**src/hw/rtl/ps2mc_pkg.sv**
```systemverilog
package ps2mc_pkg;

   // Register indexes on the configuration port
   typedef enum logic [0:0] {
      CSR_MAX_COL = 1'b0,
      CSR_MAX_ROW = 1'b1
   } csr_index_type;

   localparam logic [7:0] MAX_COL_RESET = 8'd79;
   localparam logic [7:0] MAX_ROW_RESET = 8'd24;

   // Head byte bits that carry the buttons
   localparam int unsigned BUTTON_BITS = 3;

   // Place of the next byte within a packet
   typedef enum logic [2:0] {
      POS_HEAD = 3'b001,
      POS_DX   = 3'b010,
      POS_DY   = 3'b100
   } byte_pos_type;

   // One decoded packet
   typedef struct packed {
      logic [7:0]             old_col;
      logic [7:0]             old_row;
      logic [7:0]             new_col;
      logic [7:0]             new_row;
      logic [BUTTON_BITS-1:0] button_state;
      logic [BUTTON_BITS-1:0] button_changed;
   } result_type;

endpackage

```
**src/hw/rtl/ps2mc_move.sv**
```systemverilog
module ps2mc_move (
   input  logic [7:0]                     cursor_col,
   input  logic [7:0]                     cursor_row,
   input  logic [7:0]                     packet_head,
   input  logic [7:0]                     packet_dx,
   input  logic [7:0]                     packet_dy,
   input  logic [ps2mc_pkg::BUTTON_BITS-1:0] last_buttons,
   input  logic [7:0]                     max_col,
   input  logic [7:0]                     max_row,
   output ps2mc_pkg::result_type          result
);
   import ps2mc_pkg::*;

   logic signed [9:0] col_sum;
   logic signed [9:0] row_sum;
   logic [7:0]        col_clamped;
   logic [7:0]        row_clamped;
   logic [BUTTON_BITS-1:0] buttons;

   // Move on the full-width sum; row grows downward so subtract Y
   assign col_sum = $signed({2'b00, cursor_col}) + $signed({{2{packet_dx[7]}}, packet_dx});
   assign row_sum = $signed({2'b00, cursor_row}) - $signed({{2{packet_dy[7]}}, packet_dy});

   // Clamp both axes to the screen bounds
   always_comb begin
      if (col_sum < 0) begin
         col_clamped = 8'd0;
      end else if (col_sum > $signed({2'b00, max_col})) begin
         col_clamped = max_col;
      end else begin
         col_clamped = col_sum[7:0];
      end
      if (row_sum < 0) begin
         row_clamped = 8'd0;
      end else if (row_sum > $signed({2'b00, max_row})) begin
         row_clamped = max_row;
      end else begin
         row_clamped = row_sum[7:0];
      end
   end

   assign buttons = packet_head[BUTTON_BITS-1:0];

   always_comb begin
      result.old_col        = cursor_col;
      result.old_row        = cursor_row;
      result.new_col        = col_clamped;
      result.new_row        = row_clamped;
      result.button_state   = buttons;
      result.button_changed = buttons ^ last_buttons;
   end

endmodule

```
**src/hw/rtl/ps2_mouse_packet_cursor.sv**
```systemverilog
// PS/2 mouse packet decoder driving a text cursor.
//
// Request channel (req_valid/req_ready): one byte from the aux port per
// request, with req_from_mouse set when it came from the mouse. Bytes
// without the flag are dropped. Flagged bytes form head, X, Y packets.
// Response channel (rsp_valid/rsp_ready): one response per completed
// packet with the old and new cursor position (clamped to max_col and
// max_row), the button bits and the mask of buttons that changed.
// Configuration: csr_wr_en writes csr_wdata into the register at
// csr_index (0 max_col, 1 max_row) at the clock edge; write only while idle.
//
// Each response passes the input register and then the response register.
// Throughput: one request per cycle while no response stalls; the input
// and response registers form two stages and both advance in the same cycle.
// Reset: cursor at column 0, row 0, buttons released, max_col 79,
// max_row 24, packet restarts with a head byte.
// Stall: while a response waits for rsp_ready, one more byte is held in
// the input register; bytes that make no response keep flowing.
module ps2_mouse_packet_cursor (
   input  logic       clock,
   input  logic       reset,
   input  logic       req_valid,
   output logic       req_ready,
   input  logic       req_from_mouse,
   input  logic [7:0] req_data_byte,
   output logic       rsp_valid,
   input  logic       rsp_ready,
   output logic [7:0] rsp_old_col,
   output logic [7:0] rsp_old_row,
   output logic [7:0] rsp_new_col,
   output logic [7:0] rsp_new_row,
   output logic [ps2mc_pkg::BUTTON_BITS-1:0] rsp_button_state,
   output logic [ps2mc_pkg::BUTTON_BITS-1:0] rsp_button_changed,
   input  logic       csr_wr_en,
   input  logic [0:0] csr_index,
   input  logic [7:0] csr_wdata
);
   import ps2mc_pkg::*;

   logic         in_valid_ff;
   logic         in_mouse_ff;
   logic [7:0]   in_byte_ff;

   byte_pos_type pos_ff, pos_in;
   logic [7:0]   head_ff;
   logic [7:0]   dx_ff;
   logic [7:0]   col_ff, col_in;
   logic [7:0]   row_ff, row_in;
   logic [BUTTON_BITS-1:0] last_btn_ff, last_btn_in;
   logic [7:0]   max_col_ff;
   logic [7:0]   max_row_ff;

   logic         rsp_valid_ff;
   result_type   rsp_ff;
   result_type   result;

   logic         emit;
   logic         out_free;
   logic         advance;
   logic         take_mouse;

   // Handshake between the two stages
   assign emit       = in_valid_ff && in_mouse_ff && (pos_ff == POS_DY);
   assign out_free   = !rsp_valid_ff || rsp_ready;
   assign advance    = in_valid_ff && (out_free || !emit);
   assign take_mouse = advance && in_mouse_ff;
   assign req_ready  = !in_valid_ff || advance;

   // Capture the request
   always_ff @(posedge clock) begin
      if (reset) begin
         in_valid_ff <= 1'b0;
      end else if (req_ready) begin
         in_valid_ff <= req_valid;
      end
      if (req_valid && req_ready) begin
         in_mouse_ff <= req_from_mouse;
         in_byte_ff  <= req_data_byte;
      end
   end

   // Packet and cursor arithmetic
   ps2mc_move u_move (
      .cursor_col   (col_ff),
      .cursor_row   (row_ff),
      .packet_head  (head_ff),
      .packet_dx    (dx_ff),
      .packet_dy    (in_byte_ff),
      .last_buttons (last_btn_ff),
      .max_col      (max_col_ff),
      .max_row      (max_row_ff),
      .result       (result)
   );

   // Next packet position and cursor state
   always_comb begin
      pos_in      = pos_ff;
      col_in      = col_ff;
      row_in      = row_ff;
      last_btn_in = last_btn_ff;
      case (pos_ff)
         POS_DX: begin
            pos_in = POS_DY;
         end
         POS_DY: begin
            pos_in      = POS_HEAD;
            col_in      = result.new_col;
            row_in      = result.new_row;
            last_btn_in = result.button_state;
         end
         default: begin
            pos_in = POS_DX;
         end
      endcase
   end

   // Advance state on a mouse byte
   always_ff @(posedge clock) begin
      if (reset) begin
         pos_ff      <= POS_HEAD;
         col_ff      <= 8'd0;
         row_ff      <= 8'd0;
         last_btn_ff <= '0;
      end else if (take_mouse) begin
         pos_ff      <= pos_in;
         col_ff      <= col_in;
         row_ff      <= row_in;
         last_btn_ff <= last_btn_in;
      end
   end

   // Hold the head and X bytes of the packet
   always_ff @(posedge clock) begin
      if (take_mouse && (pos_ff == POS_DX)) begin
         dx_ff <= in_byte_ff;
      end
      if (take_mouse && (pos_ff != POS_DX) && (pos_ff != POS_DY)) begin
         head_ff <= in_byte_ff;
      end
   end

   // Configuration registers
   always_ff @(posedge clock) begin
      if (reset) begin
         max_col_ff <= MAX_COL_RESET;
         max_row_ff <= MAX_ROW_RESET;
      end else if (csr_wr_en) begin
         case (csr_index_type'(csr_index))
            CSR_MAX_COL: max_col_ff <= csr_wdata;
            CSR_MAX_ROW: max_row_ff <= csr_wdata;
            default: begin
               max_col_ff <= max_col_ff;
            end
         endcase
      end
   end

   // Response register
   always_ff @(posedge clock) begin
      if (reset) begin
         rsp_valid_ff <= 1'b0;
      end else if (out_free) begin
         rsp_valid_ff <= emit;
      end
      if (out_free && emit) begin
         rsp_ff <= result;
      end
   end

   assign rsp_valid          = rsp_valid_ff;
   assign rsp_old_col        = rsp_ff.old_col;
   assign rsp_old_row        = rsp_ff.old_row;
   assign rsp_new_col        = rsp_ff.new_col;
   assign rsp_new_row        = rsp_ff.new_row;
   assign rsp_button_state   = rsp_ff.button_state;
   assign rsp_button_changed = rsp_ff.button_changed;

endmodule

```
**config.mk**
```make
export PLATFORM = sky130hd
export DESIGN_NAME = ps2_mouse_packet_cursor
export DESIGN_NICKNAME = d
export VERILOG_FILES = /design/src/hw/rtl/ps2mc_pkg.sv /design/src/hw/rtl/ps2mc_move.sv /design/src/hw/rtl/ps2_mouse_packet_cursor.sv
export SDC_FILE = /design/constraint.sdc
export NUM_CORES = 1
export LEC_CHECK = 0
export BUFFER_PORTS_ARGS = -buffer_cell sky130_fd_sc_hd__buf_2
export CORE_MARGIN = 2
export CORE_UTILIZATION = 39
export CTS_CLUSTER_DIAMETER = 30
export DETAILED_ROUTE_END_ITERATION = 16
export GPL_ROUTABILITY_DRIVEN = 0
export PLACE_DENSITY = 0.54
export SETUP_SLACK_MARGIN = 0.4
export SLEW_MARGIN = 20
export SYNTH_ARGS = -nofsm -noshare
export SYNTH_HDL_FRONTEND = slang
export SYNTH_HIERARCHICAL = 1
export SYNTH_SLANG_ARGS = --single-unit
export TNS_END_PERCENT = 100
```
**constraint.sdc**
```tcl
create_clock -name clock -period 3.95 [get_ports clock]
set_input_delay 0.5925 -clock clock [delete_from_list [all_inputs] [get_ports clock]]
set_output_delay 0.5925 -clock clock [all_outputs]
set_load 0.01 [all_outputs]
```
==> metrics.md <==
| Metric | Value |
|---|---|
| Worst Path Arrival | approximately 3.8 ns |
| Most common cell after layout, fill and taps aside | buf_2 |
| Power Dens Cells | 374 nW/um^2 |
| TritonCTS buffer count | 9 |
| Clock root cell | clkbuf_16 |
| Setup Skew | 0.00777 ns |
| Outcome | finished, final reports clean |
| Final setup margin | a little under 0.5 ns |
| Peak supply drop | about 0.18 mV |
| Post-DP HPWL | 7.42 mm |
| Detailed-route wire length | around 10 mm |
| Antenna violations before repair | 0 |
| Syn Area/Cell | 11.3 um^2 |
| Clock power share | 41.1% |
| Worst EP required | 4.23 ns |
| Worst hold path class | primary input to flip-flop |
| First-pass GRT wire length | 16.3 mm |
| Comb power frac | under 10% |
| Vias | 3265 |
| Die ar. | 13800 um^2 |
| Crit share post-route | 87.8% |
| Worst slack, placed | 0.221 ns |
| Int Pwr | 1.69 mW |
| Port bufs | 62 |
| Cells after synthesis | ~450 |
| Antenna-violating nets left | 0 |
| Clock Latency Late Sink | 0.35 ns |
| Commonest cells after routing, fill and taps aside | 62 x buf_2, 58 x edfxtp_1, 40 x nand2_1, 40 x nand2b_1, 40 x dfxtp_1 |
| Max Clock Freq | 0.288 GHz |
| Setup violations, final | 0 |
| Fill cell count | 1159 |
| Total GRT Usage | approximately 15% |
| Area Growth Syn to Fin | 18.6% |
| Slew HR | between 30% and 40% |
| Total number of yosys warnings | 6 |
| Net count, final | 557 |
| Count of pins over their slew limit | 0 |
| CP Capture Type | flip-flop |
| Remaining DRCs | 0 |
| Vias in the first global route | 3186 |
| Final hold viol count | 0 |
| Fin crit period | 3.47 ns |
| Syn_nets | 504 |
| Num ports | 63 |
| Kind of start point of the critical path | flip-flop |
| Rows | 41 |
| Overflow after GRT | 0 |
| Critical path class | flip-flop to flip-flop |
| Share of layout cells above drive strength 1 | 27.2% |
| Flop pwr share | 50.2% |
| Max cap viols | 0 |
| Setup_tns | 0 ns |
| Switching Fraction | 24.1% |
| First-pass DRT Iterations | 4 |
| TritonCTS clock tree | built |
| Die width | 117 um |
| Clock slew at reported path FFs | 0.07 ns |
| Clk sink count | 98 |
| Chip Height | 117 um |
| Switching power total | ~540 uW |
| Slew @ Worst Pin | roughly 0.96 ns |
| Critical-path maximum fanout | 6 |
| Starting density of the core | 39.9% |
| Max Root-Sink Buffers | 2 |
| Core area | approximately 13000 um^2 |
| Leakage | 2.44 nW |
| DR vias/cell | 4.84 |
| Ant. Diodes | 0 |
| Largest net degree at the start of global routing | 60 |
| Post-Syn Area | 5020 um^2 |
| H-tree levels | 3 |
| RSZ-0062 raised after global routing | true |
| DRT iter0 DRCs | between 150 and 200 |
| WL per Instance | about 15 um |
final cells by class:
type	instances	area, um^2	area share, %
Sequential cell	98	2540	42.7
Clock buffer	9	225	3.78
Timing Repair Buffer	73	397	6.66
Multi-Input combinational cell	280	2350	39.6
Clock inverter	7	83.8	1.41
Tap cell	172	215	3.61
Inverter	36	135	2.27
layer usage:
metal	part of all wire, %	vias up	GRT usage (%)
met5	0	-	0
met4	1.9	0	6.85
met2	46	68	23.6
li1	-	1669	-
met1	48	1511	20.6
met3	4.2	17	2.66
final timing paths:
| kind | slack, ns | to | startpoint | cells past startpoint |
|---|---|---|---|---|
| worst min register to register | 0.47 | dx_ff[6] | in_byte_ff[6] | 0 |
| worst min-delay path | 0.41 | in_byte_ff[3] | req_data_byte[3] | 1 |
| worst max-delay path | 0.48 | col_ff[5] | dx_ff[1] | 16 |
| worst max register to register | 0.48 | col_ff[5] | dx_ff[1] | 16 |
per-stage QoR:
stage | hold slack [ns] | area (um^2) | util [%] | total power [mW] | instances
2_1_floorplan | 0.426 | 5020 | - | 1.27 | 445
3_3_place_gp | 0.437 | 5370 | 42.7 | 1.32 | 652
3_5_place_dp | 0.447 | 5370 | 42.7 | 1.32 | 652
4_1_cts | 0.406 | 5720 | 45.5 | 2.24 | 671
5_1_grt | 0.414 | 5950 | 47.4 | 2.32 | 675
6_report | 0.415 | 5950 | 47.4 | 2.23 | 675
power by group through the flow:
stage	logic, mW	clock network, mW	registers, mW
global route	0.217	0.977	1.12
finish	0.193	0.916	1.12
floorplan	0.134	0	1.13
CTS	0.183	0.937	1.12
detailed placement	0.178	0	1.14
global placement	0.176	0	1.14
worst max-delay path: stages, from the launching register on:
cell	delay, ns
edfxtp_1	0.46
ha_4	0.28
a211oi_4	0.34
o31ai_4	0.09
a21o_1	0.17
a21o_1	0.18
xnor2_2	0.27
ha_4	0.26
and4_1	0.16
o2bb2ai_2	0.12
a41oi_2	0.20
nor2b_1	0.09
o22ai_2	0.23
buf_6	0.16
a22o_1	0.19
nand2b_1	0.07
mux2i_1	0.11
timing repair:
action,4_1_cts,5_1_grt
buffers inserted,3,4
endpoints found under the hold margin,0,0
gates cloned,0,0
endpoints found under the setup margin,31,32
gates resized for setup,5,32
pin swaps,1,19
hold buffers,0,0
No activity file was read; power rests on OpenSTA's default activity.
